--- src/rtl/ims_pkg.sv ---
// Shared types and codes of the Ising Metropolis spin-flip block.
// No dependencies.
package ims_pkg;

	localparam int CFG_INDEX_W = 1;
	localparam int CFG_DATA_W  = 32;

	localparam logic [CFG_INDEX_W-1:0] REG_WEIGHT_FOUR  = 1'b0;
	localparam logic [CFG_INDEX_W-1:0] REG_WEIGHT_EIGHT = 1'b1;

	localparam logic OP_ATTEMPT = 1'b0;
	localparam logic OP_SET     = 1'b1;

	localparam int DE_W   = 5;
	localparam int ENG_W  = 13;
	localparam int MAG_W  = 12;
	localparam int CNT_W  = 32;
	localparam int DRAW_W = 32;
	localparam int COORD_IN_W = 5;

	typedef struct packed {
		logic                   flip;
		logic                   spin_new;
		logic                   accepted;
		logic signed [DE_W-1:0] delta;
	} eval_t;

endpackage

--- src/rtl/ims_ram.sv ---
// Generic simple dual-port RAM: one write port, one read port, registered read.
// No dependencies.
module ims_ram #(
	parameter int WIDTH = 8,
	parameter int DEPTH = 16
) (
	input  logic                     clk,
	input  logic                     we,
	input  logic [$clog2(DEPTH)-1:0] waddr,
	input  logic [WIDTH-1:0]         wdata,
	input  logic [$clog2(DEPTH)-1:0] raddr,
	output logic [WIDTH-1:0]         rdata
);

	logic [WIDTH-1:0] mem_q [DEPTH];
	logic [WIDTH-1:0] rdata_q;

	always_ff @(posedge clk) begin
		if (we) begin
			mem_q[waddr] <= wdata;
		end
		rdata_q <= mem_q[raddr];
	end

	assign rdata = rdata_q;

endmodule

--- src/rtl/ims_eval.sv ---
// Neighbor sum, energy change and flip decision (Metropolis attempt or forced set) for one site.
// Depends on ims_pkg.
module ims_eval #(
	parameter int SIDE = 32
) (
	input  logic [SIDE-1:0]           row_up,
	input  logic [SIDE-1:0]           row_mid,
	input  logic [SIDE-1:0]           row_dn,
	input  logic [$clog2(SIDE)-1:0]   col,
	input  logic                      op,
	input  logic [ims_pkg::DRAW_W-1:0] draw,
	input  logic                      want,
	input  logic [ims_pkg::DRAW_W-1:0] weight_four,
	input  logic [ims_pkg::DRAW_W-1:0] weight_eight,
	output ims_pkg::eval_t            res
);
	import ims_pkg::*;

	localparam int CW = $clog2(SIDE);

	logic [CW-1:0] col_left;
	logic [CW-1:0] col_right;
	logic          s;
	logic [2:0]    n_up;
	logic [2:0]    k;
	logic          flip;

	always_comb begin
		col_left  = (col == '0) ? CW'(SIDE - 1) : col - CW'(1);
		col_right = (col == CW'(SIDE - 1)) ? '0 : col + CW'(1);
		s = row_mid[col];
		n_up = 3'(row_up[col]) + 3'(row_dn[col]) + 3'(row_mid[col_left])
		     + 3'(row_mid[col_right]);
		// aligned neighbors counted from the site's own point of view
		k = s ? n_up : 3'd4 - n_up;
		res.delta = $signed(DE_W'({k, 2'b00}) - DE_W'(8));
		if (op == OP_SET) begin
			flip = (s != want);
		end else begin
			flip = (k <= 3'd2) || ((k == 3'd3) && (draw <= weight_four))
			    || ((k == 3'd4) && (draw <= weight_eight));
		end
		res.flip     = flip;
		res.spin_new = flip ? ~s : s;
		res.accepted = flip && (op == OP_ATTEMPT);
	end

endmodule

--- src/rtl/ising_metropolis_spin_flip.sv ---
// Metropolis spin-flip unit for a periodic SIDE x SIDE Ising lattice. Each request
// is accepted in the idle step and then reads the rows above, at and below the site
// through the single read port of the row-wide lattice RAM; the row is written back
// in the last step. Requests are taken one at a time; the
// result sits in an output register and the next request may be accepted while it
// waits, but the unit holds in its last step until the previous result is taken.
// Spins reset to up through per-row valid flags, so no clearing pass follows reset.
// Depends on ims_pkg, ims_ram and ims_eval.
module ising_metropolis_spin_flip #(
	parameter int SIDE = 32
) (
	input  logic                                clk,
	input  logic                                arst_n,
	input  logic                                cfg_write,
	input  logic [ims_pkg::CFG_INDEX_W-1:0]     cfg_index,
	input  logic [ims_pkg::CFG_DATA_W-1:0]      cfg_data,
	input  logic                                in_valid,
	output logic                                in_ready,
	input  logic                                opcode,
	input  logic [ims_pkg::COORD_IN_W-1:0]      column,
	input  logic [ims_pkg::COORD_IN_W-1:0]      row,
	input  logic [ims_pkg::DRAW_W-1:0]          draw,
	input  logic                                set_spin,
	output logic                                out_valid,
	input  logic                                out_ready,
	output logic                                flipped,
	output logic                                spin_now,
	output logic signed [ims_pkg::DE_W-1:0]     delta_energy,
	output logic signed [ims_pkg::ENG_W-1:0]    energy,
	output logic signed [ims_pkg::MAG_W-1:0]    magnetization,
	output logic [ims_pkg::CNT_W-1:0]           accept_count
);
	import ims_pkg::*;

	localparam int CW    = $clog2(SIDE);
	localparam int SITES = SIDE * SIDE;
	localparam int EW    = ($clog2(SITES) + 3 > ENG_W) ? $clog2(SITES) + 3 : ENG_W;
	localparam int MW    = ($clog2(SITES) + 2 > MAG_W) ? $clog2(SITES) + 2 : MAG_W;
	localparam int TAB_N = 2 ** COORD_IN_W;

	typedef logic [CW-1:0] coord_tab_t [TAB_N];

	function automatic coord_tab_t build_tab();
		coord_tab_t tab;
		int v;
		for (int i = 0; i < TAB_N; i++) begin
			v = i;
			for (int j = 0; j < TAB_N; j++) begin
				if (v >= SIDE) begin
					v = v - SIDE;
				end
			end
			tab[i] = CW'(v);
		end
		return tab;
	endfunction

	localparam coord_tab_t COORD_TAB = build_tab();

	typedef enum logic [3:0] {
		ST_IDLE = 4'b0001,
		ST_MID  = 4'b0010,
		ST_DN   = 4'b0100,
		ST_EVAL = 4'b1000
	} state_t;

	state_t               state_q;
	logic [DRAW_W-1:0]    weight_four_q;
	logic [DRAW_W-1:0]    weight_eight_q;
	logic                 op_q;
	logic [CW-1:0]        col_q;
	logic [CW-1:0]        row_q;
	logic [DRAW_W-1:0]    draw_q;
	logic                 want_q;
	logic [SIDE-1:0]      row_up_q;
	logic [SIDE-1:0]      row_mid_q;
	logic [SIDE-1:0]      row_valid_q;
	logic                 rd_valid_q;
	logic signed [EW-1:0] energy_q;
	logic signed [MW-1:0] magnet_q;
	logic [CNT_W-1:0]     count_q;
	logic                 out_valid_q;
	logic                 flipped_q;
	logic                 spin_q;
	logic [DE_W-1:0]      de_q;

	logic [CW-1:0]        in_row;
	logic [CW-1:0]        in_row_up;
	logic [CW-1:0]        row_dn;
	logic [CW-1:0]        raddr;
	logic [SIDE-1:0]      ram_rdata;
	logic [SIDE-1:0]      row_eff;
	logic [SIDE-1:0]      wdata;
	logic                 out_free;
	logic                 do_eval;
	eval_t                res;

	assign in_row    = COORD_TAB[row];
	assign in_row_up = (in_row == '0) ? CW'(SIDE - 1) : in_row - CW'(1);
	assign row_dn    = (row_q == CW'(SIDE - 1)) ? '0 : row_q + CW'(1);
	assign row_eff   = rd_valid_q ? ram_rdata : '1;
	assign in_ready  = (state_q == ST_IDLE);
	assign out_free  = !out_valid_q || out_ready;
	assign do_eval   = (state_q == ST_EVAL) && out_free;

	always_comb begin
		unique case (state_q)
			ST_IDLE: raddr = in_row_up;
			ST_MID:  raddr = row_q;
			ST_DN:   raddr = row_dn;
			ST_EVAL: raddr = row_dn;
			default: raddr = row_q;
		endcase
	end

	always_comb begin
		wdata = row_mid_q;
		wdata[col_q] = res.spin_new;
	end

	ims_ram #(
		.WIDTH(SIDE),
		.DEPTH(SIDE)
	) u_lattice (
		.clk  (clk),
		.we   (do_eval),
		.waddr(row_q),
		.wdata(wdata),
		.raddr(raddr),
		.rdata(ram_rdata)
	);

	ims_eval #(
		.SIDE(SIDE)
	) u_eval (
		.row_up      (row_up_q),
		.row_mid     (row_mid_q),
		.row_dn      (row_eff),
		.col         (col_q),
		.op          (op_q),
		.draw        (draw_q),
		.want        (want_q),
		.weight_four (weight_four_q),
		.weight_eight(weight_eight_q),
		.res         (res)
	);

	always_ff @(posedge clk or negedge arst_n) begin
		if (!arst_n) begin
			weight_four_q  <= '0;
			weight_eight_q <= '0;
		end else if (cfg_write) begin
			unique case (cfg_index)
				REG_WEIGHT_FOUR:  weight_four_q  <= cfg_data;
				REG_WEIGHT_EIGHT: weight_eight_q <= cfg_data;
				default: ;
			endcase
		end
	end

	always_ff @(posedge clk or negedge arst_n) begin
		if (!arst_n) begin
			state_q     <= ST_IDLE;
			row_valid_q <= '0;
			rd_valid_q  <= 1'b0;
			energy_q    <= EW'(-2 * SITES);
			magnet_q    <= MW'(SITES);
			count_q     <= '0;
			out_valid_q <= 1'b0;
		end else begin
			rd_valid_q <= row_valid_q[raddr];
			unique case (state_q)
				ST_IDLE: if (in_valid) state_q <= ST_MID;
				ST_MID:  state_q <= ST_DN;
				ST_DN:   state_q <= ST_EVAL;
				ST_EVAL: if (out_free) state_q <= ST_IDLE;
				default: state_q <= ST_IDLE;
			endcase
			if (do_eval) begin
				row_valid_q[row_q] <= 1'b1;
				out_valid_q <= 1'b1;
				if (res.flip) begin
					energy_q <= energy_q + EW'(res.delta);
					magnet_q <= res.spin_new ? magnet_q + MW'(2) : magnet_q - MW'(2);
				end
				if (res.accepted && (count_q != '1)) begin
					count_q <= count_q + CNT_W'(1);
				end
			end else if (out_ready) begin
				out_valid_q <= 1'b0;
			end
		end
	end

	always_ff @(posedge clk) begin
		if (in_valid && in_ready) begin
			op_q   <= opcode;
			col_q  <= COORD_TAB[column];
			row_q  <= in_row;
			draw_q <= draw;
			want_q <= set_spin;
		end
		if (state_q == ST_MID) begin
			row_up_q <= row_eff;
		end
		if (state_q == ST_DN) begin
			row_mid_q <= row_eff;
		end
		if (do_eval) begin
			flipped_q <= res.flip;
			spin_q    <= res.spin_new;
			de_q      <= res.delta;
		end
	end

	assign out_valid     = out_valid_q;
	assign flipped       = flipped_q;
	assign spin_now      = spin_q;
	assign delta_energy  = $signed(de_q);
	assign energy        = energy_q[ENG_W-1:0];
	assign magnetization = magnet_q[MAG_W-1:0];
	assign accept_count  = count_q;

endmodule

--- config.mk ---
export PLATFORM = sky130hd
export DESIGN_NAME = ising_metropolis_spin_flip
export DESIGN_NICKNAME = d
export VERILOG_FILES = /design/src/rtl/ims_pkg.sv /design/src/rtl/ims_ram.sv /design/src/rtl/ims_eval.sv /design/src/rtl/ising_metropolis_spin_flip.sv
export SDC_FILE = /design/constraint.sdc
export NUM_CORES = 2
export LEC_CHECK = 0
export ABC_CLOCK_PERIOD_IN_PS = 8940
export BUFFER_PORTS_ARGS = -buffer_cell sky130_fd_sc_hd__buf_2
export CORE_ASPECT_RATIO = 1.5
export CORE_UTILIZATION = 46
export CTS_CLUSTER_DIAMETER = 60
export DETAILED_ROUTE_END_ITERATION = 8
export HOLD_SLACK_MARGIN = 0.06
export PLACE_DENSITY = 0.7
export RECOVER_POWER = 25
export SYNTH_ARGS = -nofsm -noshare
export SYNTH_HDL_FRONTEND = slang
export SYNTH_HIERARCHICAL = 1
export SYNTH_SLANG_ARGS = --single-unit
--- constraint.sdc ---
create_clock -name clk -period 8.94 [get_ports clk]
set_input_delay 0.447 -clock clk [delete_from_list [all_inputs] [get_ports clk]]
set_output_delay 0.447 -clock clk [all_outputs]
set_load 0.03 [all_outputs]
==> run metrics <==
first-pass GRT wire length 208000 µm; Layout area overhead 12.8%; crit path from col_q[0]; peak supply drop 0.000383 V; I/O Pins 148; clk sink count 1329; Worst R2R Path Depth 25; failing checks max-capacitance violations, max-slew violations; Top FF cell, synth edfxtp_1; die area 123000 µm²; Worst-Margin Slew 5000 ps; P per Cell Area 324 nW/µm²; Residual DRC 0; routability cong. 0.902; via/cell ratio 5.92; FF+latch count, synth 1329; top cells by instance count after synthesis 1139 x edfxtp_1, 545 x mux2i_1, 185 x nand2_1; WHS Path Cells 2; Non-Filler Instances 5508; Slew HR -234%; post-synthesis sequential area ratio 69.3%; starting DRC count in detailed routing 2831; Clock Latency Late Sink 740 ps; outcome complete, but fails checks; cell mode on critical path ha_1; global-route usage over all layers 23.0%; DP Cell Count 5215; Sw Share 36.2%; layout cells sized above 1 12.8%; Post-DP HPWL 78900 µm; vias in the first global route 32.2k; asr flop ratio synth 11.9%; max_cap viols 12; Tmin final 7800 ps; Initial Util 46.4%; clock share of power 25.3%; most common cell in the synthesized netlist edfxtp_1; top cells by area, synth edfxtp_1 61%, mux2i_1 9.7%, dfrtp_1 6.9%, ha_1 2.2%, mux2_2 1.7%; post-route ant nets 0; initial antenna violation count 0; yosys warns 6; worst r2r dst magnetization[11]; Pint 13.1 mW; largest net degree at the start of global routing 105; Critical Path Source Type flop; Die Ht 429 µm; CP delay by family, top adder cells; Fmax 128 MHz; via count 32.6k; Fin Setup TNS 0 ps; final core occ 52.4%; TritonCTS clock tree yes; fin crit share 87.2%; GRT overflow 0; Row Count 156; slowest CP cell mux4_2; Comb pwr share 38.7%; CTS clk-pin slew, worst paths 70 ps; Clock Path Buffers 3; sequential share of power 36.0%; Nets 4011; Clock Skews 33.4 ps; total power 20.5 mW; CTS Buf Count 113; unrepaired setup endpoints after global routing no; slowest cell delay on critical path 580 ps; drt pass-1 iters 6; H-tree depth 3; WP data arrival 8390 ps; Placeable Area 121000 µm²; Post-Syn Area per Cell 15.6 µm²; WP data required 9530 ps; CTS root buf clkbuf_16; routed length per instance 26.1 µm; distinct cell type count after synthesis 87; setup slack, reg-to-reg 1140 ps; CP Class flop to flop; FF-to-FF Start col_q[0]; Final Cell Area 63200 µm²; Netlist Area Pre-Place 56000 µm²; Switch Pwr 7.42 mW; DRT Wirelength 144000 µm; Buf+Inv Stages, Crit Path 3; die width 287 µm; Syn Inst Count 3599; Critical Path Sink Type flop; Final Hold Fails 0; critical-path maximum fanout 34; Placed Area 58800 µm²; post-CTS resize count 0; Tightest Hold Check Type primary input to flop; worst hold start draw[24]; hold endpoint draw_q[24]; Post-synth EDFFs 1139; IO Port Bufs 146; post-synth top area cell edfxtp_1; Synth top area share 61.1%; leak pwr 22.8 nW; Final setup viols 0; Slew Viols, Final 441
==> worst max-delay path by stage <==
stage,to,depth (start not counted)
2_1_floorplan,u_lattice/mem_q[0][11],21
3_3_place_gp,magnetization[11],27
3_5_place_dp,magnetization[11],25
4_1_cts,magnetization[11],25
5_1_grt,magnetization[11],25
6_report,magnetization[11],25
==> stage by stage <==
stage	hold WS [ps]	setup slack, ps
global placement	441	1420
finish	426	1140
detailed placement	445	1220
global route	408	614
floorplan	151	1170
CTS	303	1160
==> what timing repair did <==
item,4_1_cts,5_1_grt
buffers inserted,0,0
endpoints found under the hold margin,197,0
hold buffers,79,0
==> area by class of cell <==
class	count	area [µm²]
tap	1580	1980
fill	9670	57400
clock inverter	73	878
clock buffer	140	3040
antenna	1	2.50
inverter	97	373
multi-input combinational	1994	16200
timing repair buffer	294	1980
sequential	1329	38800
==> sequential cells by signal, indices dropped and copies added, names as in the netlist, 32 cells and up <==
name	count
weight_four_q	32
weight_eight_q	32
u_lattice/mem_q	1024
draw_q	32
u_lattice/rdata	32
row_mid_q	32
accept_count	32
row_valid_q	32
row_up_q	32
==> power groups by stage <==
stage / Combinational (mW) / Sequential, mW / Clock, mW
after floorplan: 5.79 / 7.48 / 0
after global placement: 7.76 / 7.50 / 0
after detailed placement: 7.87 / 7.51 / 0
after CTS: 7.93 / 7.38 / 5.25
after global routing: 8.52 / 7.41 / 5.47
final: 7.93 / 7.39 / 5.19
==> cells in the final DEF (no fill, tap or decap), types with 21 or more instances in the layout <==
cell and instances:
xnor2_1 42, nand3_1 134, nor3_1 52, nand2b_1 42, mux4_2 28, a21oi_1 142, a22o_1 65, dfrtp_1 154
clkinv_2 21, clkbuf_16 116, dfxtp_1 32, dlygate4sd3_1 79, mux2i_1 545, nor2_4 21, a21o_1 36, nor2_1 47
buf_2 69, o21bai_1 28, a31oi_1 34, nand4_1 24, o21ai_0 53, a22oi_1 103, nand2_1 183, clkbuf_1 102
edfxtp_1 1139, buf_4 57, ha_1 97, mux2_2 83, inv_1 94
==> logic make-up (layout without fill, tap and decap cells) <==
kind of cell             after synthesis  in the layout  synth area share (%)
XOR/XNOR                              59             59                 0.922
multiplexers                         658            658                  12.6
other                                  2              4                0.0134
adder cells (fa/ha/maj)              100            100                  2.27
AO/OA/AOI/OAI                        549            549                  6.63
buffers and inverters                277            604                  2.53
AND/OR/NAND/NOR                      625            625                  5.74
flip-flops                          1329           1329                  69.3
==> metal layers <==
metal  vias up  routed length (µm)  global-route usage [%]  share of wire [%]
met5         -                   0                       0                  0
met3       323               10300                    3.31                7.2
li1      14400                   -                       -                  -
met1     16500               52600                    27.2                 37
met2      1390               74400                    41.4                 52
met4         0                6250                    9.45                4.4
(Power assumes the default switching activity.)
